## src/design/prp_pkg.sv

```systemverilog
`default_nettype none
package prp_pkg;

  localparam int COORD_FRAC_BITS = 12;
  localparam int TRIG_FRAC       = 14;
  localparam int CORDIC_STEPS    = 16;
  localparam int CORDIC_START    = 39797;
  localparam int DIV_CELLS       = 27;

  typedef enum logic [2:0] {
    REG_ANGLE_X = 3'd0,
    REG_ANGLE_Y = 3'd1,
    REG_ANGLE_Z = 3'd2,
    REG_SCALE_R = 3'd3,
    REG_SIGHT_X = 3'd4,
    REG_SIGHT_Y = 3'd5,
    REG_SIGHT_Z = 3'd6
  } prp_reg_t;

  typedef enum logic [1:0] {
    TRIG_IDLE,
    TRIG_LOAD,
    TRIG_RUN,
    TRIG_STORE
  } prp_trig_state_t;

  typedef struct packed {
    logic signed [15:0] point_x;
    logic signed [15:0] point_y;
    logic signed [15:0] point_z;
    logic               frame_end;
  } prp_in_t;

  typedef struct packed {
    logic signed [15:0] rot_x;
    logic signed [15:0] rot_y;
    logic signed [15:0] rot_z;
    logic signed [15:0] screen_x;
    logic signed [15:0] screen_y;
    logic [7:0]         shade;
    logic               visible;
    logic               div_fault;
    logic               frame_done;
  } prp_out_t;

  // cos/sin per axis, Q3.14
  typedef struct packed {
    logic signed [16:0] cos_x;
    logic signed [16:0] sin_x;
    logic signed [16:0] cos_y;
    logic signed [16:0] sin_y;
    logic signed [16:0] cos_z;
    logic signed [16:0] sin_z;
  } prp_trig_t;

  // one slot of the divider chain: two lanes sharing a divisor
  typedef struct packed {
    logic               valid;
    logic signed [15:0] rx;
    logic signed [15:0] ry;
    logic signed [15:0] rz;
    logic [7:0]         shade;
    logic               vis;
    logic               fault;
    logic               fe;
    logic               neg_x;
    logic               neg_y;
    logic [16:0]        dmag;
    logic [16:0]        rem_x;
    logic [16:0]        rem_y;
    logic [DIV_CELLS-1:0] nq_x;
    logic [DIV_CELLS-1:0] nq_y;
  } prp_cell_t;

  function automatic logic [13:0] atan_step(input logic [3:0] i);
    case (i)
      4'd0:    atan_step = 14'd8192;
      4'd1:    atan_step = 14'd4836;
      4'd2:    atan_step = 14'd2555;
      4'd3:    atan_step = 14'd1297;
      4'd4:    atan_step = 14'd651;
      4'd5:    atan_step = 14'd326;
      4'd6:    atan_step = 14'd163;
      4'd7:    atan_step = 14'd81;
      4'd8:    atan_step = 14'd41;
      4'd9:    atan_step = 14'd20;
      4'd10:   atan_step = 14'd10;
      4'd11:   atan_step = 14'd5;
      4'd12:   atan_step = 14'd3;
      4'd13:   atan_step = 14'd1;
      4'd14:   atan_step = 14'd1;
      default: atan_step = 14'd0;
    endcase
  endfunction

  function automatic logic signed [15:0] sat16(input logic signed [39:0] v);
    if (v > 40'sd32767) begin
      sat16 = 16'sh7fff;
    end else if (v < -40'sd32768) begin
      sat16 = 16'sh8000;
    end else begin
      sat16 = v[15:0];
    end
  endfunction

endpackage
`default_nettype wire

```

## src/design/prp_rot.sv

```systemverilog
`default_nettype none
module prp_rot import prp_pkg::*; (
  input  wire logic               clk,
  input  wire logic               en,
  input  wire logic signed [15:0] a,
  input  wire logic signed [15:0] b,
  input  wire logic signed [16:0] c,
  input  wire logic signed [16:0] s,
  output logic signed [15:0]      na,
  output logic signed [15:0]      nb
);

  logic signed [32:0] ac_r, bs_r, as_r, bc_r;
  logic signed [15:0] na_r, nb_r;
  logic signed [33:0] sum_a, sum_b;
  logic signed [33:0] half;

  assign half  = 34'sd1 <<< (TRIG_FRAC - 1);
  assign sum_a = 34'(ac_r) - 34'(bs_r) + half;
  assign sum_b = 34'(as_r) + 34'(bc_r) + half;

  always_ff @(posedge clk) begin
    if (en) begin
      ac_r <= 33'(a) * 33'(c);
      bs_r <= 33'(b) * 33'(s);
      as_r <= 33'(a) * 33'(s);
      bc_r <= 33'(b) * 33'(c);
      na_r <= sat16(40'(sum_a >>> TRIG_FRAC));
      nb_r <= sat16(40'(sum_b >>> TRIG_FRAC));
    end
  end

  assign na = na_r;
  assign nb = nb_r;

endmodule
`default_nettype wire

```

## config.mk

```make
export PLATFORM = sky130hd
export DESIGN_NAME = prp_rot
export DESIGN_NICKNAME = d
export VERILOG_FILES = /design/src/design/prp_pkg.sv /design/src/design/prp_rot.sv
export SDC_FILE = /design/constraint.sdc
export NUM_CORES = 2
export LEC_CHECK = 0
export BUFFER_PORTS_ARGS = -buffer_cell sky130_fd_sc_hd__clkbuf_2
export CORE_UTILIZATION = 62
export CTS_CLUSTER_DIAMETER = 30
export CTS_CLUSTER_SIZE = 10
export DETAILED_ROUTE_END_ITERATION = 8
export GPL_ROUTABILITY_DRIVEN = 0
export MAX_ROUTING_LAYER = met4
export PLACE_DENSITY = 0.88
export SLEW_MARGIN = 30
export SYNTH_ARGS = -nofsm -noshare
export SYNTH_HDL_FRONTEND = slang
export SYNTH_SLANG_ARGS = --single-unit
export TNS_END_PERCENT = 30
```

## constraint.sdc

```tcl
create_clock -name clk -period 11.6 [get_ports clk]
set_input_delay 0 -clock clk [delete_from_list [all_inputs] [get_ports clk]]
set_output_delay 0 -clock clk [all_outputs]
set_load 0.01 [all_outputs]
```

# [Yosys cells after proc, flatten, opt, wreduce, memory -nomap -nowiden]
# Index checks and enable logic that the tools add are counted.
[word_totals] in_bits=68 register_bits=164
[classes] order_cmp=4 add_sub_neg=4 n_mul=4 n_mux=2
[op_table] cell="multiplier 16 x 17 -> 33 bit" count=4
[op_table] cell="adder 34 x 15 -> 34 bit (second input constant)" count=2
[op_table] cell="> comparator 20 x 16 -> 1 bit (second input constant)" count=2
[op_table] cell="less-than comparator 20 x 16 -> 1 bit (second input constant)" count=2
[op_table] cell="adder 33 x 33 -> 34 bit" count=1
[op_table] cell="subtractor 33 x 33 -> 34 bit" count=1
[op_table] cell="2-to-1 mux 16 bit" count=2

# [Longest topological paths before layout]
[depth] ltp_word=4 ltp_mapped=26 mapped_depth_nobuf=25

# [Worst setup path after synthesis]
# OpenSTA, ideal clock, no wires.
[synth_timing] kind="input -> register" from="input port a[1]" to="register as_r[32] (data pin)" setup_ns=0.260 slack_ns=5.570 path_buffers=1 path_stages=25 required_time_ns=11.340 arrival_time_ns=5.770 cell_sequence="clkbuf_1 > nand2_1 > inv_1 > fa_1 > inv_1 > fa_1 > inv_1 > fa_1 > inv_1 > fa_1 > fa_1 > fa_1 > inv_1 > ha_1 > a21o_1 > a21oi_1 > a2bb2oi_1 > o311ai_0 > a31oi_1 > nand2_1 > a41o_1 > o41a_1 > a31oi_1 > o21a_1 > xnor2_1"
[synth_between] elab_chain_cells=1
[synth_lines] item="start: declaration" line_no="prp_rot.sv:5" rtl="input wire logic signed [15:0] a,"
[synth_lines] item="multiplier 16 x 17 -> 33 bit" line_no="prp_rot.sv:26" rtl="as_r <= 33'(a) * 33'(s);"
[synth_lines] item="end signal: assignment" line_no="prp_rot.sv:26"
[synth_lines] item="end: declaration" line_no="prp_rot.sv:13" rtl="logic signed [32:0] ac_r, bs_r, as_r, bc_r;"
# No other way between the ends.
# A chain may end at the register's enable or synchronous reset.

# [Final worst setup path]
[layout_timing] from="input port a[4]" to="register ac_r[27] (data pin)"
[layout_between] elab_chain_cells=1
[layout_lines] item="multiplier 16 x 17 -> 33 bit" line_no="prp_rot.sv:24" rtl="ac_r <= 33'(a) * 33'(c);"
[layout_lines] item="end signal: assignment" line_no="prp_rot.sv:24"
[layout_lines] item="end: declaration" line_no="prp_rot.sv:13"
# No other way between the ends.

==> results.md <==
- DRT Wirelength: about 120000 um
- Max-cap violations: 0
- Sequential share of the synthesized area: 10.0%
- Post-synthesis adder-cell area fraction: 56.7%
- Area grow syn2layout: 3.79%
- Die width: roughly 280 um
- Worst setup path class: in -> reg
- CTS clk-pin slew, worst paths: 80 ps
- Layout Cell Area excl Fill: between 50000 and 60000 sq um
- Worst Hold Depth: 3
- Skew final: between 10 and 15 ps
- Initial DRT Pass Iterations: 6
- Synth Area in Compound Gates: under 10%
- Number of DRC markers in iteration 0: ~3000
- IO buf count: between 90 and 100
- Vias in the first global route: 39500
- Simple-gate share of the synthesized area: roughly 13%
- Synth area leader: fa_1
- Placed Area: just over 50000 sq um
- Worst Hold End: bc_r[0]$_DFFE_PP_
- Worst min-delay path class: in -> reg
- Unrepaired setup endpoints after global routing: false
- Hold Startpoint: c[0]
- Run status: complete, no violations
- Via Count: approximately 35000
- Number of cell rows: 102
- Synth top area cells: fa_1 (45%), ha_1 (12%), edfxtp_1 (10%)
- Number of setup violations in the final report: 0
- Mapped Area: about 50000 sq um
- DR vias/cell: slightly below 6
- Initial antenna violation count: 9
- Final clock period utilization by the worst path: between 50% and 60%
- Highest Clock Rate: between 100 and 150 MHz
- Die ar.: 80500 sq um
- Htree depth: 4
- Mapped Cells: ~5000
- Worst setup EP type: flip-flop
- Syn_area_per_cell: 9.62 sq um
- Post-CTS setup buffer count: 0
- RR Startpoint: ac_r[3]$_DFFE_PP_
- Slew @ Worst Pin: 1040 ps
- EDFF count, synth: roughly 160
- CTS tree: done
- Worst reg2reg setup slack: about 7300 ps
- Maximum number of pins on one net before global-route repair: 93
- Synth warn: 0
- Slew margin rel.: 30.8%
- Crit path arrival time: around 7000 ps
- Ys async rst share: 0%
- CP startpoint kind: input port
- Post-route setup TNS: 0 ps
- Ports: 100
- Critical Path RT: approximately 12000 ps
- First-pass GRT wire length: 195000 um
- Overflow after GRT: 0
- Global router's overall resource usage: roughly a third
- Share of the synthesized area in the top cell type: 44.9%
- Final hold viol count: 0
- Minimum clock period: 6720 ps
- Num Clock Sinks: about 160
- DP HPWL: 90400 um
- CP max FO: 34
- # resized after CTS: 0
- WL/cell: about 19 um
- Initial Util: ~63%
- Clk buf depth: 2
- Share of cells above drive strength 1: 3.56%
- Critical R2R Capture: na[2]$_SDFFCE_PN1P_
- Synth cell types: 74
- Final Max Slew Viols: 0
- Skew-Pair Late Insertion Delay: ~500 ps
- Reg2Reg Depth: 13
- Main synth FF type: edfxtp_1
- CTS Buf Count: 17
- Xor and xnor fraction of the mapped netlist area: 3.22%
- Root Driver: clkbuf_16
- DIE HEIGHT: about 280 um
- Mux share of post-synthesis cell area: 0.0839%
- Antenna Violating Nets Remaining: 0
- DRC viols: 0
- Register bit total from synthesis: 164
- Nets: around 6700
- Core Area: 78000 sq um
- Net count of the mapped netlist: approximately 6700
- Largest family of logic cells by synthesized area: adder cells
-- metal layers --
metal	up-vias	part of all wire (%)	GRT usage, %
met5	-	0	-
met4	0	6.5	17.3
met3	545	9.4	5.96
met2	1901	49	51.0
met1	17900	35	37.5
li1	15100	-	-
-- final cells by class --
| class | count | area [sq um] |
|---|---|---|
| Sequential cell | 164 | 4920 |
| Inverter | 1257 | 4720 |
| Clock buffer | 17 | 425 |
| Fill cell | 5574 | 26900 |
| Antenna cell | 9 | 22.5 |
| Timing Repair Buffer | 123 | 704 |
| Clock inverter | 15 | 178 |
| Multi-Input combinational cell | 3487 | 38800 |
| Tap cell | 1040 | 1300 |
-- sequential cells by signal, indices dropped and copies added, names as in the netlist --
signal  count
ac_r       33
as_r       33
bc_r       33
bs_r       33
na         16
nb         16
-- repair_timing --
item | 4_1_cts | 5_1_grt
endpoints found under the setup margin | 0 | 0
endpoints found under the hold margin | 0 | 25
hold buffers | 0 | 1
-- layout by cell type (no fill, tap or decap), types with 3 or more instances in the layout --
cell       netlist  layout
inv_1         1255    1255
fa_1          1104    1104
nand2_1        569     569
and2_1         523     523
ha_1           462     462
edfxtp_1       164     164
xnor2_1        139     139
a21oi_1        129     129
nor2_1         125     125
clkbuf_2         0      97
a21o_1          92      92
o21ai_0         54      54
xor2_1          42      42
nand2b_1        30      30
o21bai_1        23      23
buf_4            0      22
o21a_1          20      20
nor3_1          19      19
clkbuf_16        0      17
nor2b_1         16      16
nand4_1         15      15
nand3_1         13      13
and3_1          10      10
a31oi_1         10      10
o21ai_2         10      10
diode_2          0       9
inv_8            0       7
or3_1            6       6
o211ai_1         6       6
inv_6            0       6
o31a_1           4       4
o2111ai_1        3       3
o22ai_1          3       3
or2_2            3       3
o311ai_0         3       3
a21boi_0         3       3
a41oi_1          3       3
mux2i_1          3       3
-- cells in the mapped netlist (all sizes together) (13+ instances only) --
master,number
inv,1255
o21ai,65
edfxtp,164
a21oi,130
nand2,569
a21o,92
clkbuf,200
nor2b,16
xnor2,139
fa,1104
ha,462
o21bai,23
xor2,42
nand2b,30
o21a,20
nand3,13
nand4,15
nor3,20
nor2,125
and2,523
-- metrics by stage --
step                hold slack [ps]  util [%]  worst slack, ps  cells
floorplan                       112         -             5570   5112
global placement                416      64.6             4800   6069
detailed placement              419      64.6             4530   6069
CTS                             127      65.4             5040   6101
global route                    178      65.5             4630   6111
finish                          168      65.5             4880   6112
-- logic make-up (layout without fill, tap and decap cells) --
family	count (synthesis)	in the layout
buffers and inverters	1461	1412
xor gates and xnor gates	181	181
adders and majority gates	1566	1566
AOI/OAI and AO/OA	397	397
other	0	9
and+or+nand+nor	1339	1339
muxes	4	4
DFF	164	164
-- worst max-delay path: stages --
cell	delay [ps]
clkbuf_2	520
and2_1	410
fa_1	540
inv_1	50
fa_1	460
fa_1	530
inv_1	60
fa_1	490
fa_1	490
inv_1	50
fa_1	470
inv_1	50
ha_1	370
a21o_1	210
a21o_1	160
a21oi_1	250
o221ai_1	150
a21o_1	200
a31oi_1	390
o21ai_0	380
nor3_1	330
o21bai_1	140
a21oi_1	200
xnor2_1	90
-- worst max-delay path by stage --
stage | from | to | cells past startpoint
finish | a[4] | ac_r[27]$_DFFE_PP_ | 24
global route | a[2] | ac_r[27]$_DFFE_PP_ | 23
global placement | a[4] | ac_r[31]$_DFFE_PP_ | 24
detailed placement | a[4] | ac_r[27]$_DFFE_PP_ | 24
floorplan | a[1] | as_r[32]$_DFFE_PP_ | 25
CTS | a[4] | ac_r[27]$_DFFE_PP_ | 24
Power is not shown: default switching activity piles up to over one toggle a cycle in this logic, so the estimate is an artifact.
