**src/design/prp_pkg.sv**
```systemverilog
`default_nettype none
package prp_pkg;

  localparam int COORD_FRAC_BITS = 12;
  localparam int TRIG_FRAC       = 14;
  localparam int CORDIC_STEPS    = 16;
  localparam int CORDIC_START    = 39797;
  localparam int DIV_CELLS       = 27;

  typedef enum logic [2:0] {
    REG_ANGLE_X = 3'd0,
    REG_ANGLE_Y = 3'd1,
    REG_ANGLE_Z = 3'd2,
    REG_SCALE_R = 3'd3,
    REG_SIGHT_X = 3'd4,
    REG_SIGHT_Y = 3'd5,
    REG_SIGHT_Z = 3'd6
  } prp_reg_t;

  typedef enum logic [1:0] {
    TRIG_IDLE,
    TRIG_LOAD,
    TRIG_RUN,
    TRIG_STORE
  } prp_trig_state_t;

  typedef struct packed {
    logic signed [15:0] point_x;
    logic signed [15:0] point_y;
    logic signed [15:0] point_z;
    logic               frame_end;
  } prp_in_t;

  typedef struct packed {
    logic signed [15:0] rot_x;
    logic signed [15:0] rot_y;
    logic signed [15:0] rot_z;
    logic signed [15:0] screen_x;
    logic signed [15:0] screen_y;
    logic [7:0]         shade;
    logic               visible;
    logic               div_fault;
    logic               frame_done;
  } prp_out_t;

  // cos/sin per axis, Q3.14
  typedef struct packed {
    logic signed [16:0] cos_x;
    logic signed [16:0] sin_x;
    logic signed [16:0] cos_y;
    logic signed [16:0] sin_y;
    logic signed [16:0] cos_z;
    logic signed [16:0] sin_z;
  } prp_trig_t;

  // one slot of the divider chain: two lanes sharing a divisor
  typedef struct packed {
    logic               valid;
    logic signed [15:0] rx;
    logic signed [15:0] ry;
    logic signed [15:0] rz;
    logic [7:0]         shade;
    logic               vis;
    logic               fault;
    logic               fe;
    logic               neg_x;
    logic               neg_y;
    logic [16:0]        dmag;
    logic [16:0]        rem_x;
    logic [16:0]        rem_y;
    logic [DIV_CELLS-1:0] nq_x;
    logic [DIV_CELLS-1:0] nq_y;
  } prp_cell_t;

  function automatic logic [13:0] atan_step(input logic [3:0] i);
    case (i)
      4'd0:    atan_step = 14'd8192;
      4'd1:    atan_step = 14'd4836;
      4'd2:    atan_step = 14'd2555;
      4'd3:    atan_step = 14'd1297;
      4'd4:    atan_step = 14'd651;
      4'd5:    atan_step = 14'd326;
      4'd6:    atan_step = 14'd163;
      4'd7:    atan_step = 14'd81;
      4'd8:    atan_step = 14'd41;
      4'd9:    atan_step = 14'd20;
      4'd10:   atan_step = 14'd10;
      4'd11:   atan_step = 14'd5;
      4'd12:   atan_step = 14'd3;
      4'd13:   atan_step = 14'd1;
      4'd14:   atan_step = 14'd1;
      default: atan_step = 14'd0;
    endcase
  endfunction

  function automatic logic signed [15:0] sat16(input logic signed [39:0] v);
    if (v > 40'sd32767) begin
      sat16 = 16'sh7fff;
    end else if (v < -40'sd32768) begin
      sat16 = 16'sh8000;
    end else begin
      sat16 = v[15:0];
    end
  endfunction

endpackage
`default_nettype wire

```
**src/design/prp_trig.sv**
```systemverilog
`default_nettype none
module prp_trig import prp_pkg::*; (
  input  wire logic        clk,
  input  wire logic        rst_n,
  input  wire logic        start,
  input  wire logic [15:0] angle_x,
  input  wire logic [15:0] angle_y,
  input  wire logic [15:0] angle_z,
  output logic             busy,
  output prp_trig_t        trig
);

  prp_trig_state_t    state_r, state_nxt;
  logic [1:0]         idx_r, idx_nxt;
  logic [3:0]         step_r, step_nxt;
  logic [1:0]         q_r, q_nxt;
  logic signed [18:0] cx_r, cx_nxt, cy_r, cy_nxt;
  logic signed [15:0] cz_r, cz_nxt;
  prp_trig_t          trig_r, trig_nxt;
  logic [15:0]        angle_sel;

  always_comb begin
    case (idx_r)
      2'd0:    angle_sel = angle_x;
      2'd1:    angle_sel = angle_y;
      default: angle_sel = angle_z;
    endcase
  end

  always_comb begin
    logic [15:0]        t;
    logic signed [18:0] dx, dy, cr, sr;
    logic signed [15:0] at;
    logic signed [16:0] c, s, co, si;
    state_nxt = state_r;
    idx_nxt   = idx_r;
    step_nxt  = step_r;
    q_nxt     = q_r;
    cx_nxt    = cx_r;
    cy_nxt    = cy_r;
    cz_nxt    = cz_r;
    trig_nxt  = trig_r;
    t  = angle_sel + 16'd8192;
    dx = cy_r >>> step_r;
    dy = cx_r >>> step_r;
    at = signed'({2'b00, atan_step(step_r)});
    cr = cx_r + 19'sd2;
    sr = cy_r + 19'sd2;
    c  = signed'(cr[18:2]);
    s  = signed'(sr[18:2]);
    case (q_r)
      2'd0:    begin co = c;  si = s;  end
      2'd1:    begin co = -s; si = c;  end
      2'd2:    begin co = -c; si = -s; end
      default: begin co = s;  si = -c; end
    endcase
    case (state_r)
      TRIG_LOAD: begin
        q_nxt     = t[15:14];
        cz_nxt    = signed'({2'b00, t[13:0]}) - 16'sd8192;
        cx_nxt    = 19'(CORDIC_START);
        cy_nxt    = '0;
        step_nxt  = '0;
        state_nxt = TRIG_RUN;
      end
      TRIG_RUN: begin
        if (!cz_r[15]) begin
          cx_nxt = cx_r - dx;
          cy_nxt = cy_r + dy;
          cz_nxt = cz_r - at;
        end else begin
          cx_nxt = cx_r + dx;
          cy_nxt = cy_r - dy;
          cz_nxt = cz_r + at;
        end
        if (step_r == 4'(CORDIC_STEPS - 1)) begin
          state_nxt = TRIG_STORE;
        end else begin
          step_nxt = step_r + 4'd1;
        end
      end
      TRIG_STORE: begin
        case (idx_r)
          2'd0:    begin trig_nxt.cos_x = co; trig_nxt.sin_x = si; end
          2'd1:    begin trig_nxt.cos_y = co; trig_nxt.sin_y = si; end
          default: begin trig_nxt.cos_z = co; trig_nxt.sin_z = si; end
        endcase
        if (idx_r == 2'd2) begin
          state_nxt = TRIG_IDLE;
        end else begin
          idx_nxt   = idx_r + 2'd1;
          state_nxt = TRIG_LOAD;
        end
      end
      default: ;
    endcase
    // restart the whole sweep on any angle write
    if (start) begin
      state_nxt = TRIG_LOAD;
      idx_nxt   = '0;
    end
  end

  always_ff @(posedge clk) begin
    if (!rst_n) begin
      state_r <= TRIG_LOAD;
      idx_r   <= '0;
    end else begin
      state_r <= state_nxt;
      idx_r   <= idx_nxt;
    end
    step_r <= step_nxt;
    q_r    <= q_nxt;
    cx_r   <= cx_nxt;
    cy_r   <= cy_nxt;
    cz_r   <= cz_nxt;
    trig_r <= trig_nxt;
  end

  assign busy = (state_r != TRIG_IDLE);
  assign trig = trig_r;

endmodule
`default_nettype wire

```
**config.mk**
```make
export PLATFORM = sky130hd
export DESIGN_NAME = prp_trig
export DESIGN_NICKNAME = d
export VERILOG_FILES = /design/src/design/prp_pkg.sv /design/src/design/prp_trig.sv
export SDC_FILE = /design/constraint.sdc
export NUM_CORES = 1
export LEC_CHECK = 0
export BUFFER_PORTS_ARGS = -buffer_cell sky130_fd_sc_hd__buf_2
export CORE_MARGIN = 1.5
export CORE_UTILIZATION = 62
export CTS_BUF_LIST = sky130_fd_sc_hd__clkbuf_8
export DETAILED_ROUTE_END_ITERATION = 8
export PLACE_DENSITY = 0.95
export SLEW_MARGIN = 20
export SYNTH_ARGS = -nofsm -noshare
export SYNTH_HDL_FRONTEND = slang
export SYNTH_SLANG_ARGS = --single-unit
```
**constraint.sdc**
```tcl
create_clock -name clk -period 6.63 [get_ports clk]
set_input_delay 0.3315 -clock clk [delete_from_list [all_inputs] [get_ports clk]]
set_output_delay 0.3315 -clock clk [all_outputs]
set_load 0.05 [all_outputs]
```
; ---- Yosys cells after proc, flatten, opt, wreduce, memory -nomap -nowiden
; Memory sizes are Yosys's and may differ from the RTL's. A register that Yosys moved wholly into a read port is not among the register bits.
; Cells that the tools add are included.
[word_totals]
inputBits = 51
romBits = 224
register_bits = 166
output_inout_bits = 103
mem_count = 1
[classes]
n_mux = 15
bitwise_logic = 3
shift = 2
addsub = 14
n_eq_ne = 10
reduce_logical = 13
[memory_table]
columns = name, depth, word_bits, rd, rd_clocked_by_memory_dff, wr, line
row1 = (name not given), 16, 14, 1, 1, 0, prp_pkg.sv:76  ; case (i)
[op_table]
columns = op, n
row1 = 17-bit case mux with 3 select lines, 2
row2 = 19-bit case mux with 2 select lines, 2
row3 = 16-bit case mux with 2 select lines, 2
row4 = 19-bit adder, 2
row5 = 19-bit by 3-bit adder with 19-bit output (second input constant), 2
row6 = 19-bit two-way mux, 2
row7 = 19-bit by 4-bit >>> shifter with 19-bit output, 2
row8 = 19-bit subtractor, 2
row9 = 17-bit negator, 2
row10 = 16-bit by 14-bit adder with 16-bit output (second input constant), 1
row11 = 16-bit by 15-bit adder with 16-bit output, 1
row12 = 16-bit two-way mux, 1
row13 = 16-bit by 15-bit subtractor with 16-bit output, 1
row14 = 14-bit by 14-bit subtractor with 15-bit output (second input constant), 1
row15 = 2-bit AND reduction, 6
row16 = 2-bit equality test (second input constant), 4
row17 = 4-bit two-way mux, 2
row18 = 4-bit case mux with 2 select lines, 1
row19 = 2-bit by 1-bit equality test with 1-bit output (second input constant), 3
row20 = 2-bit case mux with 3 select lines, 1
row21 = 4-bit by 1-bit adder with 4-bit output (second input constant), 1
row22 = 4-bit equality test (second input constant), 1
row23 = 2-bit zero test, 2
row24 = 2-bit inequality test (second input constant), 2
row25 = other kinds (7), 11

; ---- Logic depth before layout (Yosys ltp)
[depth]
word_depth = 5
ltp_mapped = 24

; ---- Worst setup path before layout
; OpenSTA, ideal clock, no wires.
[synth_timing]
kind = register to register
from = register step_r[0]
to = register cx_r[18], data pin
arrival_time_ns = 4.672
synth_period_minus_slack_ns = 4.940
setup_ns = 0.269
required_ns = 6.361
stages_incl_launch_ff = 22
path_buffers = 3
path_slack_ns = 1.690
cell_sequence = edfxtp_1 > buf_6 > clkbuf_1 > buf_2 > mux4_2 > a211oi_1 > a21oi_1 > inv_1 > ha_1 > nor3b_1 > nor2_1 > xnor2_1 > ha_1 > o21a_1 > a21o_1 > o31a_1 > a2111o_1 > a31oi_1 > o21ai_0 > nand3_1 > nand3_1 > nor3b_2
[synth_via]
elab_chain_cells = 4
word_cells_on_any_way = 5
cone_classes = add/sub: 2 / shift: 1 / mux: 2
[synth_rtl]
columns = element, line
row1 = from (decl), prp_trig.sv:15  ; logic [3:0] step_r, step_nxt;
row2 = from (signal assigned), prp_trig.sv:112  ; step_r <= step_nxt;
row3 = 19-bit by 4-bit >>> shifter with 19-bit output *, prp_trig.sv:44  ; dx = cy_r >>> step_r;
row4 = 19-bit subtractor or 19-bit adder (tied branches), "prp_trig.sv:68, prp_trig.sv:72"
row5 = 19-bit two-way mux *, prp_trig.sv:67  ; if (!cz_r[15]) begin
row6 = 19-bit case mux with 2 select lines *, prp_trig.sv:57  ; case (state_r)
row7 = to (signal assigned), prp_trig.sv:114  ; cx_r <= cx_nxt;
row8 = to (decl), prp_trig.sv:17  ; logic signed [18:0] cx_r, cx_nxt, cy_r, cy_nxt;
; Every way passes the cells marked *; elsewhere a longest branch is shown, timed or not.
; A chain may end at the register's enable or synchronous reset.

; ---- Final worst setup path
[layout_timing]
from = register step_r[1]
to = register cx_r[18], data pin
; The elaborated chain is that of the path after synthesis.

==> metrics.yaml <==
clock_network:
  cts_tree: "yes"
  numCtsBuffers: 17
  clk_path_buf_depth: 2
  worstSkewPairLatency_ns: 0.50
  cts_hold_repair.buffers: 0
  postCtsSetupRepairBufs: 0
  clock_tree.root_cell: "clkbuf_8"
  htree_levels: 4
  cts_resized: 0
  clk_pin_slew_worst_paths_ns: 0.11
  clock-sinks: 180
power_and_ir_drop:
  p_sw_share_pct: 43.68
  pwr-share-seq_pct: 32.2
  power.leakage_uw: 0.006041
  powerDensity_nw_per_um2: 313.0
  clkPwrFrac_pct: 16.1
  internal-power_uw: 2735
  p_sw_uw: 2121
  combPwrFrac_pct: 51.7
  peakVddDrop_mv: 0.2136
  p_total_uw: 4856
global_route:
  grt_max_degree: 89
  overflow: 0
  antenna_found_initial: 1
  grt_use_total_pct: 32.52
  grt_pass1_wl_um: 61620
  grt_pass1_vias: 12130
detailed_routing:
  dr.pass1.iters: 6
  vias: 12740
  drcViolationCount: 0
  ant_nets: 0
  totalWireLength_um: 38500
  drt-met1-wl_um: 14420
  wl_met2_um: 18330
  avgRoutedWirePerCell_um: 20.32
  via_per_inst: 6.722
  drt_iter0_drc: 1507
  met3_length_um: 4019
  top_layer: "met4"
logic_synthesis:
  synth_compound_area_share_pct: 17.15
  synthArstFlopShare_pct: 0
  ys.flop_type: "edfxtp_1"
  yosysTopAreaCell: "edfxtp_1"
  synth_seq_area_share_pct: 36.72
  mappedNetlistArea_um2: 14230
  synth_common_cells: "edfxtp_1 (162), nor2_1 (153), a21oi_1 (122)"
  synth_top_area_share_pct: 34.18
  ys_ff_latch: 180
  syn_nets: 1630
  synth_cell_types: 83
  synth_top_family_by_area: "compound AO/OA/AOI/OAI gates"
  synthTopCellsByArea: "edfxtp_1 (34%), ha_1 (6.6%), mux4_2 (6.3%)"
  yosys.area_share.simple_pct: 16.63
  syn_area_per_cell_um2: 9.481
  yosys.area_share.adder_pct: 7.016
  yosys_warnings: 0
  synthMuxAreaShare_pct: 10.63
  synth.most_common_cell: "edfxtp_1"
  yosys.area_share.xor_xnor_pct: 7.684
  synth-edff-count: 162
  synth_cells: 1501
sta:
  maxSlewViolCount: 0
  finalHoldViolCount: 0
  period_share_pct: 86.11
  rsz0062_at_grt: "false"
  fin_setup_tns_ns: 0
  fmax_mhz: 175.2
  max_slew.worst_pin.slew_ns: 1.086
  slew_headroom_pct: 27.61
  finalCriticalPeriod_ns: 5.709
  setup_viol: 0
  fin_skew_ns: 0.02793
critical_path:
  crit_buf_inv: 2
  critical_path_required_ns: 6.87
  criticalPathCategory: "reg2reg"
  critical_path.slowest_cell: "edfxtp_1"
  cp-end-kind: "flop"
  crit_family: "simple AND/OR/NAND/NOR gates"
  cpPeakStageDelay_ns: 0.87
  crit_fanout: 36
  worstPathCellList: "buf_4 -> or2_2 -> o22a_1 -> o21ai_0 -> nor2_1 -> a31oi_1 -> inv_1 -> ha_1 -> nor3b_1 -> nand3b_1 -> nand2b_1 -> xnor2_1 -> ha_1 -> nand2_1 -> nor2_1 -> and2_1 -> a2111o_1 -> a31oi_1 -> o21ai_0 -> nand3_1 -> nand3_1 -> nor3b_2"
  cp-start-kind: "flop"
  cp.arrival_ns: 5.95
worst_hold_path:
  hold_class: "in2reg"
placement:
  place.gp.congestion: 0.9427
  port_buffers: 153
  post-dp-hpwl_um: 27710
finish:
  drive_gt1_share_pct: 17.78
  area_growth_pct: 8.994
  fin_nets: 1725
  final.fill_count: 1677
die:
  pin_count: 154
  dieArea_um2: 23870
  die_h_um: 154.5
  coreArea_um2: 22570
  die_w_um: 154.5
  row_count: 55
  initial_core_util_pct: 63.05
run:
  drv_cap: 0
outcome:
  status: "complete, no violations"
==> per-stage QoR <==
step                setup WS (ns)  hold WS (ns)  instance area, um^2  util (%)  cells
global route               0.4857        0.1699                15510     68.71   1894
CTS                        0.9917        0.1407                15500     68.68   1894
finish                     0.9210        0.1523                15510     68.72   1895
global placement            1.248        0.5296                15100     66.90   1862
floorplan                   1.690        0.5120                14230         -   1501
detailed placement          1.009        0.5439                15100     66.90   1862
==> registers in the layout, summed over array words and instances, names as in the netlist, named ones only <==
| name | cells |
|---|---|
| cx_r | 19 |
| cy_r | 19 |
| cz_r | 16 |
| idx_r | 2 |
| q_r | 2 |
| state_r | 2 |
| step_r | 4 |
| trig | 102 |
==> layer usage <==
layer | up-vias | global-route usage (%)
met1 | 5938 | 41.50
met4 | 0 | 16.35
met3 | 161 | 5.015
li1 | 5791 | -
met5 | - | 0
met2 | 849 | 54.10
==> layout make-up <==
class | instances | area (um^2) | area share, %
inverter | 56 | 210.2 | 1.355
clock buffer | 17 | 234.0 | 1.508
multi-input combinational | 1171 | 8421 | 54.29
timing repair buffer | 170 | 893.4 | 5.759
clock inverter | 15 | 168.9 | 1.089
tap | 285 | 356.6 | 2.299
antenna | 1 | 2.502 | 0.01613
sequential | 180 | 5225 | 33.69
==> power groups by stage <==
stage / Clock, uW / Combinational, uW / Sequential (uW)
6_report: 781 / 2510 / 1560
5_1_grt: 823 / 2750 / 1570
4_1_cts: 780 / 2460 / 1550
3_5_place_dp: 0 / 2440 / 1580
3_3_place_gp: 0 / 2320 / 1570
2_1_floorplan: 0 / 1920 / 1570
==> worst reg2reg max path, stage by stage (launching register included) <==
cell	delay (ns)
edfxtp_1	0.87
buf_4	0.52
or2_2	0.24
o22a_1	0.15
o21ai_0	0.11
nor2_1	0.11
a31oi_1	0.10
inv_1	0.13
ha_1	0.17
nor3b_1	0.61
nand3b_1	0.19
nand2b_1	0.18
xnor2_1	0.10
ha_1	0.36
nand2_1	0.12
nor2_1	0.07
and2_1	0.15
a2111o_1	0.43
a31oi_1	0.28
o21ai_0	0.18
nand3_1	0.15
nand3_1	0.09
nor3b_2	0.16
==> layout by cell type, fill, tap and decap left out, drive strengths merged, types with 18 or more instances in the layout <==
cell / n
buf: 170
edfxtp: 162
nor2: 153
a21oi: 122
nand2: 106
xor2: 76
ha: 75
o21ai: 71
inv: 59
nor3: 51
xnor2: 48
nand3: 46
mux2i: 42
mux4: 40
a211oi: 32
a31oi: 26
and3: 23
and2: 20
nand2b: 19
dfxtp: 18
==> path summary, 6_finish.rpt <==
| path | startpoint | end | slack, ns | cells after the start |
|---|---|---|---|---|
| setup / recovery | step_r[1]$_DFFE_PN_ | cx_r[18]$_SDFFCE_PN0P_ | 0.92 | 22 |
| hold / removal | rst_n | idx_r[0]$_SDFFE_PP0P_ | 0.15 | 3 |
| setup reg to reg | step_r[1]$_DFFE_PN_ | cx_r[18]$_SDFFCE_PN0P_ | 0.92 | 22 |
| hold reg to reg | idx_r[0]$_SDFFE_PP0P_ | idx_r[0]$_SDFFE_PP0P_ | 0.57 | 2 |
==> kinds of logic after synthesis <==
| group | Yosys count |
|---|---|
| and+or+nand+nor | 489 |
| AOI/OAI and AO/OA | 381 |
| DFF | 180 |
| buffers and inverters | 150 |
| xor gates and xnor gates | 124 |
| muxes | 99 |
| adders and majority gates | 78 |
Note: power is estimated with default switching activity, not from simulation.
