[src/design/prp_pkg.sv]
`default_nettype none
package prp_pkg;

  localparam int COORD_FRAC_BITS = 12;
  localparam int TRIG_FRAC       = 14;
  localparam int CORDIC_STEPS    = 16;
  localparam int CORDIC_START    = 39797;
  localparam int DIV_CELLS       = 27;

  typedef enum logic [2:0] {
    REG_ANGLE_X = 3'd0,
    REG_ANGLE_Y = 3'd1,
    REG_ANGLE_Z = 3'd2,
    REG_SCALE_R = 3'd3,
    REG_SIGHT_X = 3'd4,
    REG_SIGHT_Y = 3'd5,
    REG_SIGHT_Z = 3'd6
  } prp_reg_t;

  typedef enum logic [1:0] {
    TRIG_IDLE,
    TRIG_LOAD,
    TRIG_RUN,
    TRIG_STORE
  } prp_trig_state_t;

  typedef struct packed {
    logic signed [15:0] point_x;
    logic signed [15:0] point_y;
    logic signed [15:0] point_z;
    logic               frame_end;
  } prp_in_t;

  typedef struct packed {
    logic signed [15:0] rot_x;
    logic signed [15:0] rot_y;
    logic signed [15:0] rot_z;
    logic signed [15:0] screen_x;
    logic signed [15:0] screen_y;
    logic [7:0]         shade;
    logic               visible;
    logic               div_fault;
    logic               frame_done;
  } prp_out_t;

  // cos/sin per axis, Q3.14
  typedef struct packed {
    logic signed [16:0] cos_x;
    logic signed [16:0] sin_x;
    logic signed [16:0] cos_y;
    logic signed [16:0] sin_y;
    logic signed [16:0] cos_z;
    logic signed [16:0] sin_z;
  } prp_trig_t;

  // one slot of the divider chain: two lanes sharing a divisor
  typedef struct packed {
    logic               valid;
    logic signed [15:0] rx;
    logic signed [15:0] ry;
    logic signed [15:0] rz;
    logic [7:0]         shade;
    logic               vis;
    logic               fault;
    logic               fe;
    logic               neg_x;
    logic               neg_y;
    logic [16:0]        dmag;
    logic [16:0]        rem_x;
    logic [16:0]        rem_y;
    logic [DIV_CELLS-1:0] nq_x;
    logic [DIV_CELLS-1:0] nq_y;
  } prp_cell_t;

  function automatic logic [13:0] atan_step(input logic [3:0] i);
    case (i)
      4'd0:    atan_step = 14'd8192;
      4'd1:    atan_step = 14'd4836;
      4'd2:    atan_step = 14'd2555;
      4'd3:    atan_step = 14'd1297;
      4'd4:    atan_step = 14'd651;
      4'd5:    atan_step = 14'd326;
      4'd6:    atan_step = 14'd163;
      4'd7:    atan_step = 14'd81;
      4'd8:    atan_step = 14'd41;
      4'd9:    atan_step = 14'd20;
      4'd10:   atan_step = 14'd10;
      4'd11:   atan_step = 14'd5;
      4'd12:   atan_step = 14'd3;
      4'd13:   atan_step = 14'd1;
      4'd14:   atan_step = 14'd1;
      default: atan_step = 14'd0;
    endcase
  endfunction

  function automatic logic signed [15:0] sat16(input logic signed [39:0] v);
    if (v > 40'sd32767) begin
      sat16 = 16'sh7fff;
    end else if (v < -40'sd32768) begin
      sat16 = 16'sh8000;
    end else begin
      sat16 = v[15:0];
    end
  endfunction

endpackage
`default_nettype wire

[src/design/prp_div_cell.sv]
`default_nettype none
module prp_div_cell import prp_pkg::*; (
  input  wire logic      clk,
  input  wire logic      rst_n,
  input  wire logic      en,
  input  wire prp_cell_t cell_in,
  output prp_cell_t      cell_out
);

  prp_cell_t   cell_r, cell_nxt;
  logic [17:0] rx2, ry2, dd;
  logic        gex, gey;

  // one restoring quotient bit per lane; hold the slot while stalled
  always_comb begin
    dd  = {1'b0, cell_in.dmag};
    rx2 = {cell_in.rem_x, cell_in.nq_x[DIV_CELLS-1]};
    ry2 = {cell_in.rem_y, cell_in.nq_y[DIV_CELLS-1]};
    gex = (rx2 >= dd);
    gey = (ry2 >= dd);
    cell_nxt = cell_r;
    if (en) begin
      cell_nxt       = cell_in;
      cell_nxt.rem_x = gex ? 17'(rx2 - dd) : rx2[16:0];
      cell_nxt.rem_y = gey ? 17'(ry2 - dd) : ry2[16:0];
      cell_nxt.nq_x  = {cell_in.nq_x[DIV_CELLS-2:0], gex};
      cell_nxt.nq_y  = {cell_in.nq_y[DIV_CELLS-2:0], gey};
    end
    if (!rst_n) begin
      cell_nxt.valid = 1'b0;
    end
  end

  always_ff @(posedge clk) begin
    cell_r <= cell_nxt;
  end

  assign cell_out = cell_r;

endmodule
`default_nettype wire
[config.mk]
export PLATFORM = sky130hd
export DESIGN_NAME = prp_div_cell
export DESIGN_NICKNAME = d
export VERILOG_FILES = /design/src/design/prp_pkg.sv /design/src/design/prp_div_cell.sv
export SDC_FILE = /design/constraint.sdc
export NUM_CORES = 1
export LEC_CHECK = 0
export BUFFER_PORTS_ARGS = -buffer_cell sky130_fd_sc_hd__buf_2
export CELL_PAD_IN_SITES_DETAIL_PLACEMENT = 1
export CELL_PAD_IN_SITES_GLOBAL_PLACEMENT = 2
export CORE_UTILIZATION = 32
export DETAILED_ROUTE_END_ITERATION = 7
export PLACE_DENSITY_LB_ADDON = 0.1
export REMOVE_ABC_BUFFERS = 1
export SETUP_SLACK_MARGIN = 0.1
export SLEW_MARGIN = 0
export SYNTH_ARGS = -nofsm -noshare
export SYNTH_HDL_FRONTEND = slang
export SYNTH_SLANG_ARGS = --single-unit
[constraint.sdc]
create_clock -name clk -period 7.1 [get_ports clk]
set_input_delay 1.42 -clock clk [delete_from_list [all_inputs] [get_ports clk]]
set_output_delay 1.42 -clock clk [all_outputs]
set_load 0.1 [all_outputs]
* After elaboration in Yosys (flattened, before gate mapping) *
Index checks and enable logic that the tools add are counted.
Widths: inputs -> output; s select.

storage, ports and cells
  latch bits = 0
  input port bits = 170
  ROM bits = 0
  output and inout bits = 167
  word-level logic and storage cells = 21
  bits in registers = 167
  memories = 0
  bits in writable memories = 0

operators by class
  multiplexer cells = 2
  add/sub/neg operators = 2
  $mul = 0
  bitwise logic cells = 0
  $lt $le $gt $ge = 2
  equal/unequal tests = 0
  shift operators = 0
  div/mod/pow operators = 0
  reduce and logical (&&, ||, !) cells = 0

operators by type and width
  cell            number
  $ge 18x17->1    2
  $mux 17         2
  $sub 17x17->17  2

* Depth between registers and ports, before layout *
Gate-level depths: netlist of the first run.

  depth after elaboration = 2
  depth in mapped cells = 12
  mapped depth without buffers = 11

* Least setup slack after synthesis of the first run *
OpenSTA, ideal clock, no wires.

  path kind = input-to-reg
  start = input cell_in[26] in the netlist's numbering
  end = register cell_r (netlist bit cell_out[62]), data pin
  data required time = 6840 ps
  library setup time = 260 ps
  stages = 11
  path buffers = 1
  path slack = 3452 ps
  arrival = 3387 ps
  cells stage by stage = inv_1 > ha_1 > inv_1 > fa_1 > a21o_1 > and2_1 > o31a_1 > o21ai_4 > inv_2 > buf_6 > mux2_4

between the ends
  cells in the longest elaborated chain, start to end = 2
  elaborated cells on any way between the ends = 3
  those cells by class = add/sub: 1; order compare: 1; mux: 1

ends and longest elaborated chain
  item                  line                source
  from (decl)           prp_div_cell.sv:6   input wire prp_cell_t cell_in,
  $ge 18x17->1          prp_div_cell.sv:20  gey = (ry2 >= dd);
  named net gey         prp_div_cell.sv:12  logic gex, gey;
  $mux 17               prp_div_cell.sv:25  cell_nxt.rem_y = gey ? 17'(ry2 - dd) : ry2[16:0];
  to (signal assigned)  prp_div_cell.sv:35  cell_r <= cell_nxt;
  to (decl)             prp_div_cell.sv:10  prp_cell_t cell_r, cell_nxt;

The timed path passes the listed nets, and every way through them passes these cells.
A chain may end at the register's enable or synchronous reset.

* Worst setup path after layout of the first run *
  start = input cell_in[26] in the netlist's numbering
  end = register cell_r (netlist bit cell_out[68]), data pin

between the ends
  cells in the longest elaborated chain, start to end = 2
  elaborated cells on any way between the ends = 3
  those cells by class = add/sub: 1; order compare: 1; mux: 1

ends and longest elaborated chain
  item                                            line
  $sub 17x17->17 or $ge 18x17->1 (tied branches)  prp_div_cell.sv:25, prp_div_cell.sv:20
  $mux 17 (*)                                     prp_div_cell.sv:25

Every way passes the cells marked *; elsewhere a longest branch is shown, timed or not.

==> results of run 1 <==
## where the power goes
part	switching, W	total (W)	internal, W
logic	0.000881	0.00108	0.000196
clock network	0.000443	0.000915	0.000472
registers	0.0000224	0.00122	0.00120
## logic make-up after synthesis
family | after synthesis
buf+inv | 38
simple gates | 93
compound gates | 112
fa+ha+maj | 36
mux | 22
xor+xnor | 19
flops | 167
## through the flow
step                total power (W)  worst slack (ns)  area, sq um  hold WS, ns  cells
floorplan                   0.00210              3.35         7230        0.981    476
global placement            0.00231              2.89         9270        0.494   1093
detailed placement          0.00232              2.82         9270        0.530   1093
CTS                         0.00325              3.27         9850        0.546   1125
global route                0.00333              3.14         9850        0.569   1126
finish                      0.00321              3.27         9860        0.538   1127
## worst max-delay path: stages
cell	delay, ns
buf_2	0.10
inv_1	0.05
ha_1	0.16
inv_1	0.05
fa_1	0.39
a21o_1	0.22
and2_1	0.18
o31a_1	0.29
o21ai_4	0.48
inv_2	0.28
mux2_4	0.35
## final cells by class
cell class	count	area [sq um]
fillers	2381	12200
diodes	2	5.00
flip-flops and latches	167	5000
multi-input cells	282	2120
clock buffers	17	425
inverters	27	101
clock inverters	15	153
repair buffers	337	1700
well taps	280	350
## metal layers
metal,part of all wire [%],track usage [%]
met2,50,31.8
met3,6.3,5.19
met1,42,22.1
met4,1.2,4.91
met5,0.061,0
## cells in the final DEF, fill, tap and decap left out, drive strengths merged, types with 2 or more instances in the layout
cell type,n
nor2b,4
a2111oi,3
nand3,13
nand4,2
clkinv,3
a21oi,26
or2,3
and4,4
a211oi,4
and2,5
clkbuf,17
xnor2,16
o31ai,6
o21a,10
diode,2
o21bai,2
a21o,15
a31oi,3
nand2,34
xor2,3
inv,37
edfxtp,166
fa,2
o211ai,3
o21ai,21
a311oi,2
ha,34
nor3b,3
mux2,21
nor3,3
buf,337
clkinvlp,2
o31a,2
and3,2
nor2,16
## worst min-delay path by stage
stage	from	end	slack, ns	cells past startpoint
3_3_place_gp	cell_out[166]	cell_out[166]	0.49	2
2_1_floorplan	cell_out[166]	cell_out[166]	0.98	2
3_5_place_dp	cell_out[166]	cell_out[166]	0.53	2
6_report	cell_out[166]	cell_out[166]	0.54	2
4_1_cts	cell_out[166]	cell_out[166]	0.55	2
5_1_grt	cell_out[166]	cell_out[166]	0.57	2
==> results.py, run 1 <==
metrics = {
    "finish": {
        "fin_nets": 1038,
        "largest_register_ffs": 167,
        "drive_gt1_share_pct": 47.5,
        "utilization_pct": 44.6,
        "areaGrowthSynthToFinish_pct": 35.1,
    },
    "yosys": {
        "syn_inst": 487,
        "netlist_area_sq_um": 7300,
        "synthXorXnorAreaFrac_pct": 2.28,
        "avgSynthCellArea_sq_um": 15.0,
        "synth_top_family_by_area": "compound AO/OA/AOI/OAI gates",
        "ys_ff_latch": 167,
        "synth_compound_area_share_pct": 10.6,
        "synth_area_leaders": "edfxtp_1 68%, ha_1 5.8%, mux2_2 2.6%, xnor2_1 1.9%, a21oi_1 1.8%",
        "async_flop_share_pct": 0,
        "yosysSeqAreaShare_pct": 68.6,
        "synthMuxAreaShare_pct": 3.58,
        "yosys_warnings": 0,
        "synth_edf_count": 166,
        "yosysMostFrequentCell": "edfxtp_1",
        "synth_largest_area_cell": "edfxtp_1",
        "synth_top_area_share_pct": 68.3,
        "yosys.area_share.simple_pct": 6.21,
        "synth_commonest_cells": "166 x edfxtp_1, 34 x ha_1, 34 x nand2_1",
        "synth.distinct_cells": 61,
        "yosys.area_share.adder_pct": 6.38,
        "synth_flop_cell": "edfxtp_1",
    },
    "setup_path": {
        "critPathLaunch": "cell_in[26]",
        "reg2regPathDepth": 2,
        "r2r-end": "cell_out[166]",
        "crit_fanout": 18,
        "cp.required_ns": 7.28,
        "crit_type": "primary input to register",
        "cp-endpoint": "cell_out[68]",
        "critPathLaunchType": "primary input",
        "r2r_slack_ns": 6.50,
        "worstSetupEndpointType": "register",
        "r2r-start": "cell_out[166]",
        "worst_ep_arrival_time_ns": 4.01,
    },
    "clock_tree": {
        "cts_tree": "done",
        "cts_resized": 0,
        "ctsHoldBuffers": 0,
        "numCtsBuffers": 17,
        "insertion_delay_ns": 0.42,
        "clk_pin_slew_ns": 0.07,
        "cts_root_buffer": "clkbuf_16",
        "cts-htree-levels": 4,
        "cts.sinks": 167,
        "post-cts-setup-buffers": 0,
        "clock_path_buffers": 2,
    },
    "job": {
        "drv_cap": 0,
    },
    "die": {
        "die_x_microns": 153,
        "initial_core_util_pct": 33.0,
        "fp.dieH_microns": 153,
        "coreArea_sq_um": 22100,
        "ios": 337,
        "rows": 54,
        "die_area_sq_um": 23400,
    },
    "grt": {
        "first_global_vias": 5666,
        "grt_max_degree": 86,
        "grt_overflow": 0,
        "grt_pass1_wl_microns": 32300,
        "antenna_found_initial": 3,
        "track_usage_pct": 18.3,
    },
    "placement": {
        "port_buffers": 336,
        "dp_hpwl_microns": 16500,
        "gp_congestion": 0.806,
    },
    "timing": {
        "fmax_ghz": 0.261,
        "slew_violations": 0,
        "relSlewSlack_pct": 23.5,
        "post-route-period-util_pct": 53.9,
        "hold_viol": 0,
        "worst_slew_pin_slew_ns": 1.15,
        "period_needed_ns": 3.83,
        "setup_viol": 0,
        "fin_tns_setup_ns": 0,
        "grt_setup_unrepaired": "no",
        "skew_ns": 0,
    },
    "drt": {
        "wl_per_cell_microns": 18.9,
        "vias": 5390,
        "wl_microns": 21300,
        "dr.pass1.iters": 5,
        "ant_nets": 0,
        "drt_iter0_markers": 305,
        "drc": 0,
        "vias_per_cell": 4.78,
    },
    "worst_hold_path": {
        "hold_class": "register to register",
    },
    "power": {
        "power.density_nw_per_um2": 326,
        "vdd_ir_drop_max_uv": 144,
        "leakagePower_nw": 4.29,
    },
    "status": {
        "outcome": "finished, final reports clean",
    },
}
No activity file was read; power rests on OpenSTA's default activity.
==> run 2, diff against run 1 <==
--- a/config.mk
+++ b/config.mk
@@ -8,7 +8,7 @@
 export BUFFER_PORTS_ARGS = -buffer_cell sky130_fd_sc_hd__buf_2
 export CELL_PAD_IN_SITES_DETAIL_PLACEMENT = 1
 export CELL_PAD_IN_SITES_GLOBAL_PLACEMENT = 2
-export CORE_UTILIZATION = 32
+export CORE_UTILIZATION = 30
 export DETAILED_ROUTE_END_ITERATION = 7
 export PLACE_DENSITY_LB_ADDON = 0.1
 export REMOVE_ABC_BUFFERS = 1
==> constraint.sdc (replaced) <==
create_clock -name clk -period 3.6 [get_ports clk]
set_input_delay 0.72 -clock clk [delete_from_list [all_inputs] [get_ports clk]]
set_output_delay 0.72 -clock clk [all_outputs]
set_load 0.1 [all_outputs]
==> run 2 against run 1 <==
Die area rose by 6.6%; flip-flop and latch count did not move; first-iteration DRC count rose by 18%.
==> results.py, run 2 (synthesized netlist as in run 1, its figures left out) <==
metrics = {
    "status": {
        "outcome": "finished, final reports clean",
    },
    "clock_tree": {
        "cts_root_buffer": "clkbuf_16",
        "numCtsBuffers": 17,
        "clock_path_buffers": 2,
        "clk_pin_slew_ns": 0.08,
        "cts.sinks": 167,
        "insertion_delay_ns": 0.43,
        "cts-htree-levels": 4,
        "cts_resized": 0,
        "cts_tree": "done",
        "post-cts-setup-buffers": 0,
        "ctsHoldBuffers": 0,
    },
    "drt": {
        "drt_iter0_markers": 359,
        "dr.pass1.iters": 4,
        "drc": 0,
        "ant_nets": 0,
        "wl_per_cell_microns": 19.6,
        "vias_per_cell": 4.65,
        "vias": 5429,
        "wl_microns": 22900,
    },
    "timing": {
        "post-route-period-util_pct": 81.8,
        "hold_viol": 0,
        "grt_setup_unrepaired": "no",
        "period_needed_ns": 2.94,
        "fmax_ghz": 0.340,
        "worst_slew_pin_slew_ns": 0.804,
        "layout_setup_ws_ns": 0.656,
        "setup_viol": 0,
        "relSlewSlack_pct": 46.4,
        "fin_tns_setup_ns": 0,
        "skew_ns": 0,
        "slew_violations": 0,
    },
    "grt": {
        "grt_overflow": 0,
        "top_usage_layer": "met2",
        "grt_use_met3_pct": 5.53,
        "gr-usage-met1_pct": 21.4,
        "grt_max_degree": 78,
        "grt_pass1_wl_microns": 33000,
        "antenna_found_initial": 5,
        "first_global_vias": 5468,
        "track_usage_pct": 18.0,
        "use_met2_pct": 31.5,
    },
    "finish": {
        "largest_register_ffs": 167,
        "fin_nets": 1040,
        "drive_gt1_share_pct": 47.6,
        "multi_input_area_sq_um": 2120,
        "final.fill_count": 2610,
        "areaGrowthSynthToFinish_pct": 36.3,
        "utilization_pct": 42.0,
        "ff_latch_area_sq_um": 5000,
        "layout_common_cells": "335 x buf_2, 166 x edfxtp_1, 34 x nand2_1, 34 x ha_1, 26 x a21oi_1",
        "layout_commonest_cell": "buf_2",
    },
    "setup_path": {
        "worstSetupEndpointType": "register",
        "crit_type": "primary input to register",
        "reg2regPathDepth": 2,
        "r2r_slack_ns": 3.01,
        "cp.required_ns": 3.78,
        "r2r-start": "cell_out[166]",
        "crit_fanout": 3,
        "r2r-end": "cell_out[166]",
        "critPathLaunchType": "primary input",
        "worst_ep_arrival_time_ns": 3.12,
    },
    "placement": {
        "gp_congestion": 0.775,
        "port_buffers": 336,
        "dp_hpwl_microns": 17900,
        "dpl_worst_slack_ns": 0.198,
    },
    "job": {
        "drv_cap": 0,
    },
    "die": {
        "die_x_microns": 158,
        "fp.dieH_microns": 158,
        "ios": 337,
        "rows": 56,
        "initial_core_util_pct": 30.8,
        "coreArea_sq_um": 23700,
        "die_area_sq_um": 25000,
    },
    "worst_hold_path": {
        "hold_class": "primary input to register",
        "min_from": "cell_in[142]",
        "min_to": "cell_out[142]",
        "hold_path_depth": 1,
    },
    "power": {
        "leakagePower_nw": 4.30,
        "power.density_nw_per_um2": 641,
        "vdd_ir_drop_max_uv": 253,
    },
}
[run 2: changes by cell type in the layout (fill, tap and decap cells not counted), sizes merged]
| cell | before | now |
|---|---|---|
| buf | 337 | 339 |
| clkinv | 3 | 4 |
| inv | 37 | 36 |
| diode | 2 | 1 |
[run 2: per-stage QoR]
stage / hold slack, ns / power (W) / cell area, sq um / cells
final: 0.460 / 0.00637 / 9940 / 1167
after global routing: 0.431 / 0.00662 / 9940 / 1166
after global placement: 0.503 / 0.00458 / 9360 / 1134
after detailed placement: 0.512 / 0.00460 / 9360 / 1134
after floorplan: 0.819 / 0.00415 / 7230 / 476
after CTS: 0.438 / 0.00645 / 9940 / 1166
[run 2: critical path, stage by stage]
cell and delay, ns:
buf_2 0.11, inv_1 0.05, ha_1 0.15, inv_1 0.05
fa_1 0.40, a21oi_1 0.26, o211ai_1 0.20, a221oi_1 0.56
o21ai_0 0.19, xor2_1 0.17, mux2_2 0.26
[run 2: per-layer routing]
layer	wire length, microns	part of all wire (%)
met1	9220	40
met2	11700	51
met3	1690	7.4
met4	187	0.82
met5	55	0.24
[run 2: how the worst max path moves through the flow]
stage,start,depth (start not counted),slack [ns],to
final,cell_in[53],11,0.66,cell_out[85]
after global routing,cell_in[88],11,0.47,cell_out[75]
after CTS,cell_in[88],10,0.65,cell_out[85]
after detailed placement,cell_in[88],10,0.20,cell_out[85]
after global placement,cell_in[53],11,0.35,cell_out[85]
after floorplan,cell_in[26],10,0.55,cell_out[62]
[run 2: area by class of cell]
| type | instances | share of cell area [%] |
|---|---|---|
| Clock buffer | 17 | 4.28 |
| Clock inverter | 15 | 1.55 |
| Multi-Input combinational cell | 282 | 21.3 |
| Timing Repair Buffer | 339 | 17.5 |
| Tap cell | 319 | 4.01 |
| Sequential cell | 167 | 50.3 |
| Inverter | 27 | 1.02 |
| Antenna cell | 1 | 0.0252 |
[run 2: report_power, final]
group          internal, W  switching [W]  total, W
Combinational     0.000394        0.00174   0.00214
Sequential         0.00236      0.0000449   0.00240
Clock             0.000929       0.000902   0.00183
Total              0.00368        0.00269   0.00637
